**config.mk**
```make
export PLATFORM = sky130hd
export DESIGN_NAME = lfu_cache_table_unit
export DESIGN_NICKNAME = d
export VERILOG_FILES = /design/src/hdl/lfu_pkg.sv /design/src/hdl/lfu_cache_table_unit.sv
export SDC_FILE = /design/constraint.sdc
export NUM_CORES = 2
export LEC_CHECK = 0
export ABC_AREA = 1
export BUFFER_PORTS_ARGS = -buffer_cell sky130_fd_sc_hd__buf_2
export CAP_MARGIN = 25
export CELL_PAD_IN_SITES_DETAIL_PLACEMENT = 1
export CELL_PAD_IN_SITES_GLOBAL_PLACEMENT = 2
export CORE_MARGIN = 3
export CORE_UTILIZATION = 33
export CTS_CLUSTER_SIZE = 16
export DETAILED_ROUTE_END_ITERATION = 16
export GPL_TIMING_DRIVEN = 0
export PLACE_DENSITY = 0.59
export SYNTH_ARGS = -nofsm -noshare
export SYNTH_HDL_FRONTEND = slang
export SYNTH_SLANG_ARGS = --single-unit
```
**constraint.sdc**
```tcl
create_clock -name i_clk -period 11.3 [get_ports i_clk]
set_input_delay 2.825 -clock i_clk [delete_from_list [all_inputs] [get_ports i_clk]]
set_output_delay 2.825 -clock i_clk [all_outputs]
set_load 0.05 [all_outputs]
```
**src/hdl/lfu_pkg.sv**
```systemverilog
`timescale 1ns / 1ps
`default_nettype none

package lfu_pkg;

    // Table geometry
    localparam int CAPACITY = 16;
    localparam int IDX_W    = $clog2(CAPACITY);
    localparam int RANK_W   = $clog2(CAPACITY);
    localparam int OCC_W    = $clog2(CAPACITY + 1);

    // Field widths
    localparam int CFG_W = 5;
    localparam int KEY_W = 32;
    localparam int VAL_W = 32;
    localparam int CNT_W = 16;

    localparam logic [CNT_W-1:0] COUNT_MAX = {CNT_W{1'b1}};

    // Command codes
    localparam logic CMD_GET = 1'b0;
    localparam logic CMD_PUT = 1'b1;

    typedef logic [IDX_W-1:0]  t_idx;
    typedef logic [RANK_W-1:0] t_rank;
    typedef logic [CNT_W-1:0]  t_cnt;

endpackage

`default_nettype wire

```
**src/hdl/lfu_cache_table_unit.sv**
```systemverilog
`timescale 1ns / 1ps
`default_nettype none

// LFU key-value table with LRU tie-break, CAPACITY entries held in flip-flops.
//
// Request channel: drive i_command, i_key and i_value and raise start; the
// request is taken at the rising edge where start is high and busy is low.
// busy then stays high until the result is shown.
// Result channel: o_valid is high for exactly one cycle with o_hit,
// o_read_value, o_evicted and o_evicted_key; the receiver cannot stall, so
// the result must be taken in that cycle.
// Sequence: after acceptance the shared key/victim compare unit walks the
// table one entry per cycle, then the table is written back, then the
// result is shown. A new request can be taken in the cycle the result is
// shown, but not while an earlier request is still in progress.
// Configuration: i_cfg_data (capacity) is written when i_cfg_valid and
// o_cfg_ready are both high; o_cfg_ready is always high. Write it only
// while the block is idle.
// Reset (synchronous, active low): all entries invalid, occupancy zero,
// capacity 16, block idle. No clearing pass is needed.

module lfu_cache_table_unit
    import lfu_pkg::*;
(
    input  wire                     i_clk,
    input  wire                     i_rst_n,
    // request channel
    input  wire                     start,
    output logic                    busy,
    input  wire                     i_command,
    input  wire signed [KEY_W-1:0]  i_key,
    input  wire signed [VAL_W-1:0]  i_value,
    // result channel
    output logic                    o_valid,
    output logic                    o_hit,
    output logic signed [VAL_W-1:0] o_read_value,
    output logic                    o_evicted,
    output logic signed [KEY_W-1:0] o_evicted_key,
    // configuration channel
    input  wire                     i_cfg_valid,
    output logic                    o_cfg_ready,
    input  wire [CFG_W-1:0]         i_cfg_data
);

    localparam logic [1:0] ST_IDLE = 2'd0;
    localparam logic [1:0] ST_SCAN = 2'd1;
    localparam logic [1:0] ST_WB   = 2'd2;

    localparam logic [CFG_W-1:0] CAP_LIM  = CFG_W'(CAPACITY);
    localparam t_idx             LAST_IDX = IDX_W'(CAPACITY - 1);

    // Entry table
    logic [CAPACITY-1:0] r_valid;
    logic [KEY_W-1:0]    r_key   [CAPACITY];
    logic [VAL_W-1:0]    r_value [CAPACITY];
    t_cnt                r_count [CAPACITY];
    t_rank               r_rank  [CAPACITY];
    logic [OCC_W-1:0]    r_occ;
    logic [CFG_W-1:0]    r_capacity;

    // Sequencer and latched request
    logic [1:0]       r_state;
    t_idx             r_ptr;
    logic             r_cmd;
    logic [KEY_W-1:0] r_key_in;
    logic [VAL_W-1:0] r_val_in;

    // Scan results
    logic             r_hit_f;
    t_idx             r_hit_idx;
    logic [VAL_W-1:0] r_hit_val;
    t_rank            r_hit_rank;
    t_cnt             r_hit_cnt;
    logic             r_free_f;
    t_idx             r_free_idx;
    logic             r_vic_f;
    t_idx             r_vic_idx;
    t_cnt             r_vic_cnt;
    t_rank            r_vic_rank;
    logic [KEY_W-1:0] r_vic_key;

    // Output registers
    logic             r_o_valid;
    logic             r_o_hit;
    logic [VAL_W-1:0] r_o_rv;
    logic             r_o_ev;
    logic [KEY_W-1:0] r_o_evk;

    logic                accept;
    logic [CFG_W-1:0]    cap_eff;
    logic                cur_valid;
    logic                key_match;
    logic                vic_better;
    logic                do_bump;
    logic                do_ins;
    logic                do_evict;
    logic                val_we;
    t_idx                wr_idx;
    t_cnt                wr_cnt;
    logic [CAPACITY-1:0] n_valid;
    t_rank               n_rank [CAPACITY];
    logic [OCC_W-1:0]    n_occ;

    assign accept      = start && (r_state == ST_IDLE);
    assign busy        = (r_state != ST_IDLE);
    assign o_cfg_ready = 1'b1;

    // Clamp capacity to the table size
    assign cap_eff = (r_capacity > CAP_LIM) ? CAP_LIM : r_capacity;

    // Shared compare unit: one entry per cycle at r_ptr
    assign cur_valid  = r_valid[r_ptr];
    assign key_match  = cur_valid && (r_key[r_ptr] == r_key_in);
    assign vic_better = cur_valid && (!r_vic_f || (r_count[r_ptr] < r_vic_cnt) ||
                        ((r_count[r_ptr] == r_vic_cnt) && (r_rank[r_ptr] > r_vic_rank)));

    // Write-back decision and parallel rank update
    always_comb begin
        do_bump  = 1'b0;
        do_ins   = 1'b0;
        do_evict = 1'b0;
        val_we   = 1'b0;
        wr_idx   = r_hit_idx;
        n_valid  = r_valid;
        n_occ    = r_occ;
        for (int i = 0; i < CAPACITY; i++) begin
            n_rank[i] = r_rank[i];
        end

        if (r_state == ST_WB) begin
            if (r_cmd == CMD_GET) begin
                do_bump = r_hit_f;
            end else if (cap_eff != '0) begin
                if (r_hit_f) begin
                    do_bump = 1'b1;
                    val_we  = 1'b1;
                end else if ((OCC_W'(r_occ) < OCC_W'(cap_eff)) && r_free_f) begin
                    do_ins = 1'b1;
                    wr_idx = r_free_idx;
                end else if (r_vic_f) begin
                    do_ins   = 1'b1;
                    do_evict = 1'b1;
                    wr_idx   = r_vic_idx;
                end
            end
        end

        if (do_bump) begin
            for (int i = 0; i < CAPACITY; i++) begin
                if (r_valid[i] && (r_rank[i] < r_hit_rank)) begin
                    n_rank[i] = r_rank[i] + 1'b1;
                end
            end
            n_rank[r_hit_idx] = '0;
        end

        if (do_ins) begin
            // remove the victim (close its rank gap), then age everyone by one
            for (int i = 0; i < CAPACITY; i++) begin
                if (r_valid[i] && !(do_evict && (IDX_W'(i) == wr_idx))) begin
                    if (do_evict && (r_rank[i] > r_vic_rank)) begin
                        n_rank[i] = r_rank[i];
                    end else begin
                        n_rank[i] = r_rank[i] + 1'b1;
                    end
                end
            end
            n_valid[wr_idx] = 1'b1;
            n_rank[wr_idx]  = '0;
            if (!do_evict) begin
                n_occ = r_occ + 1'b1;
            end
        end

        if (do_ins) begin
            wr_cnt = t_cnt'(1);
        end else if (r_hit_cnt == COUNT_MAX) begin
            wr_cnt = r_hit_cnt;
        end else begin
            wr_cnt = r_hit_cnt + 1'b1;
        end
    end

    // Control state
    always_ff @(posedge i_clk) begin
        if (!i_rst_n) begin
            r_state    <= ST_IDLE;
            r_valid    <= '0;
            r_occ      <= '0;
            r_capacity <= CAP_LIM;
            r_o_valid  <= 1'b0;
        end else begin
            r_o_valid <= (r_state == ST_WB);
            if (i_cfg_valid && o_cfg_ready) begin
                r_capacity <= i_cfg_data;
            end
            case (r_state)
                ST_IDLE: begin
                    if (accept) begin
                        r_state <= ST_SCAN;
                    end
                end
                ST_SCAN: begin
                    if (r_ptr == LAST_IDX) begin
                        r_state <= ST_WB;
                    end
                end
                ST_WB: begin
                    r_valid   <= n_valid;
                    r_occ     <= n_occ;
                    r_state   <= ST_IDLE;
                end
                default: begin
                    r_state <= ST_IDLE;
                end
            endcase
        end
    end

    // Datapath: request latch, scan, table writes, result
    always_ff @(posedge i_clk) begin
        if (accept) begin
            r_cmd    <= i_command;
            r_key_in <= i_key;
            r_val_in <= i_value;
            r_ptr    <= '0;
            r_hit_f  <= 1'b0;
            r_free_f <= 1'b0;
            r_vic_f  <= 1'b0;
        end

        if (r_state == ST_SCAN) begin
            r_ptr <= r_ptr + 1'b1;
            if (key_match && !r_hit_f) begin
                r_hit_f    <= 1'b1;
                r_hit_idx  <= r_ptr;
                r_hit_val  <= r_value[r_ptr];
                r_hit_rank <= r_rank[r_ptr];
                r_hit_cnt  <= r_count[r_ptr];
            end
            if (!cur_valid && !r_free_f) begin
                r_free_f   <= 1'b1;
                r_free_idx <= r_ptr;
            end
            if (vic_better) begin
                r_vic_f    <= 1'b1;
                r_vic_idx  <= r_ptr;
                r_vic_cnt  <= r_count[r_ptr];
                r_vic_rank <= r_rank[r_ptr];
                r_vic_key  <= r_key[r_ptr];
            end
        end

        if (r_state == ST_WB) begin
            for (int i = 0; i < CAPACITY; i++) begin
                r_rank[i] <= n_rank[i];
            end
            if (do_bump || do_ins) begin
                r_count[wr_idx] <= wr_cnt;
            end
            if (val_we || do_ins) begin
                r_value[wr_idx] <= r_val_in;
            end
            if (do_ins) begin
                r_key[wr_idx] <= r_key_in;
            end
            r_o_hit <= r_hit_f;
            r_o_rv  <= (r_cmd == CMD_GET && r_hit_f) ? r_hit_val : '0;
            r_o_ev  <= do_evict;
            r_o_evk <= do_evict ? r_vic_key : '0;
        end
    end

    assign o_valid       = r_o_valid;
    assign o_hit         = r_o_hit;
    assign o_read_value  = r_o_rv;
    assign o_evicted     = r_o_ev;
    assign o_evicted_key = r_o_evk;

    // Assertions
    a_res_when_idle: assert property (@(posedge i_clk) disable iff (!i_rst_n)
        o_valid |-> !busy)
        else $error("result strobe while busy");

    a_accept_busy: assert property (@(posedge i_clk) disable iff (!i_rst_n)
        (start && !busy) |=> busy)
        else $error("request taken but block not busy");

    a_occ_bound: assert property (@(posedge i_clk) disable iff (!i_rst_n)
        r_occ <= OCC_W'(CAPACITY))
        else $error("occupancy above table size");

    a_evict_miss: assert property (@(posedge i_clk) disable iff (!i_rst_n)
        (o_valid && o_evicted) |-> !o_hit)
        else $error("eviction reported on a hit");

endmodule

`default_nettype wire

```
==> flow_summary.toml <==
[place]
dpl.cell_count = 9125
dpl_cell_area_um2 = 76700
portBuffers = 141
place.gp.congestion = 0.822
dp_hpwl_mm = 194
pre_cts_slack_ns = 3.85

[critical_path]
r2r_end = "r_vic_cnt[6]"
crit_fanout = 23
max_stage_delay_ns = 0.86
end_kind = "flip-flop"
required_ns = 11.81
cp.arrival_ns = 7.77
crit_slowest_cell = "clkbuf_1"
r2r_setup_slack_ns = 4.05
crit_chain = "buf_2 -> buf_2 -> buf_2 -> clkbuf_1 -> clkbuf_1 -> o221ai_1 -> nand3_1 -> nand2_1 -> ha_1 -> nand2_1 -> a311oi_1 -> nand4_1 -> nand3_1 -> nand2_1 -> nor2_4 -> buf_12 -> buf_12"
worst-r2r-cell-count = 17
crit_type = "reg -> reg"
start_kind = "flip-flop"

[route]
ant_nets = 0
avgViaCountPerCell = 5.38
first_pass_iters = 8
post_drt_wl_per_cell_um = 30.0
wirelength_mm = 285
drc = 0
via_count = 51032
drt_iter0_markers = 5038

[clock_tree]
clk_transition_reported_paths_ns = 0.06
clk_latency_ns = 0.85
cts_tree = "done"
cts_setup_buffers = 0
cts.root.buffer_cell = "clkbuf_16"
cts_hold_buf = 0
cts_max_path_buffers = 3
postCtsResizedCells = 0
htree_levels = 4
cts_buffers = 186
cts.sinks = 1631

[logic_synthesis]
synthesis.instances = 6081
synth.distinct_cells = 55
synth_nets = 6310
postSynth.asyncResetShare = 0
ys_seq_area_frac = 0.689
synth_area_um2 = 70600
synth_flop_cell = "edfxtp_1"
synth.avg_cell_area_um2 = 11.6
yosys_warnings = 0
synth_edf_count = 1595
ys_seq_elements = 1631

[pwr]
totalPowerFinal_w = 0.0148
worst_ir_drop_vdd_uv = 152
power.leakage_nw = 30.1
power_density_nw_per_um2 = 179

[grt]
grt_pass1_vias = 50724
overflow = 0
use_met3 = 0.0277
grt_max_degree = 33
grt_most_used_layer = "met2"
grt_pass1_wl_mm = 396
antenna_found_initial = 11
gr-usage-all-layers = 0.256
use_met2 = 0.401
grt_use_met1 = 0.374

[layout]
layout_common_cells = "edfxtp_1 (1595), nand2_1 (1006), nor2_1 (764)"
final_common_cell = "edfxtp_1"
final_cell_area_um2 = 82600
stdcell_count = 9483
area_growth_pct = 17.0
nets = 6724
drive_above_1_share = 0.105

[sta]
rsz0062_at_grt = "false"
fin_crit_ns = 7.25
fin_setup_tns_ns = 0
max_freq_ghz = 0.138
finalHoldViolCount = 0
fin_worst_skew_ns = 0.0479
slew_viol_final = 0
setup_viol = 0
finalWorstSetupSlack_ns = 4.05
worst_pin_slew_ns = 1.18
slew_headroom = 0.215
period_share = 0.642

[die]
die_w_um = 468
fp.dieH_um = 468
die-area_um2 = 219000
start_util = 0.332
core-area_um2 = 212000
pin_count = 143
row_count = 169

[job]
maxCapViolations = 0

[worst_hold_path]
hp-start = "r_capacity[3]"
hp-class = "reg -> reg"
worstHoldPathCells = 2
hold_end = "r_capacity[3]"

[run_status]
outcome = "finished, final reports clean"
==> worst max-delay path by stage <==
stage	endpoint
2_1_floorplan	r_ptr[0]
3_3_place_gp	r_vic_rank[3]
3_5_place_dp	r_vic_rank[3]
4_1_cts	r_vic_cnt[1]
5_1_grt	r_vic_cnt[1]
6_report	r_vic_cnt[6]
==> state kept, by name (all words and copies together), names as in the netlist, 64 cells and up, named ones only <==
name     cells
r_count    256
r_rank      64
r_value    512
r_key      512
==> metrics by stage <==
| stage | hold WS (ns) | utilization |
|---|---|---|
| floorplan | 0.409 | - |
| global route | 0.491 | 0.389 |
| finish | 0.474 | 0.389 |
| detailed placement | 0.468 | 0.361 |
| global placement | 0.467 | 0.352 |
| CTS | 0.477 | 0.389 |
==> layer usage <==
layer,routed length [um],up-vias
met5,0,-
met1,135000,26628
met2,129000,1487
li1,-,22566
met3,13200,351
met4,7860,0
==> critical path: cells and delay by family, from the launching register on <==
| kind | cells | cell delay (ns) |
|---|---|---|
| adder cells (fa/ha/maj) | 1 | 0.36 |
| AO/OA/AOI/OAI | 2 | 0.94 |
| AND/OR/NAND/NOR | 7 | 2.15 |
| buffers and inverters | 7 | 3.10 |
| flip-flops | 1 | 0.30 |
==> Yosys cell counts (5+ instances only) <==
library cell / count / area (um2)
a211oi_1: 14 / 105
a21boi_0: 8 / 60.1
a21oi_1: 274 / 1370
a221oi_1: 36 / 315
buf_1: 19 / 71.3
buf_2: 87 / 435
buf_4: 5 / 37.5
buf_6: 12 / 135
clkbuf_1: 173 / 649
dfxtp_1: 36 / 721
edfxtp_1: 1595 / 47900
ha_1: 155 / 1940
inv_1: 442 / 1660
inv_2: 9 / 33.8
nand2_1: 1006 / 3780
nand2_2: 6 / 37.5
nand2_4: 17 / 191
nand3_1: 399 / 2000
nand3_2: 8 / 80.1
nand4_1: 42 / 263
nor2_1: 799 / 3000
nor3_1: 12 / 60.1
o211ai_1: 153 / 1150
o21ai_0: 514 / 2570
o21ai_1: 30 / 150
o221ai_1: 78 / 683
o22ai_1: 55 / 344
xnor2_1: 20 / 175
xor2_1: 29 / 254
==> cell type report <==
class | instances | area [um2]
fill | 22772 | 130000
sequential | 1631 | 48600
multi-input combinational | 3698 | 19200
clock buffer | 237 | 4910
tap | 2821 | 3530
timing repair buffer | 226 | 2330
inverter | 455 | 1720
buffer | 297 | 1340
clock inverter | 107 | 962
antenna | 11 | 27.5
==> cells by family (layout without fill, tap and decap cells) <==
logic type	Yosys count	count (layout)	share of synthesized area
AO/OA/AOI/OAI	1179	1179	0.0977
XOR/XNOR	49	49	0.00608
adder cells (fa/ha/maj)	155	155	0.0275
buffers and inverters	752	1322	0.0433
flip-flops	1631	1631	0.689
other	1	12	0.0000531
AND/OR/NAND/NOR	2314	2314	0.137
==> power breakdown <==
part,leakage (nW),internal (W),total (W),switching (W)
combinational,12.5,0.000485,0.00202,0.00153
clock,2.83,0.00337,0.00595,0.00258
sequential,14.7,0.00671,0.00680,0.0000906
(Power assumes the default switching activity.)
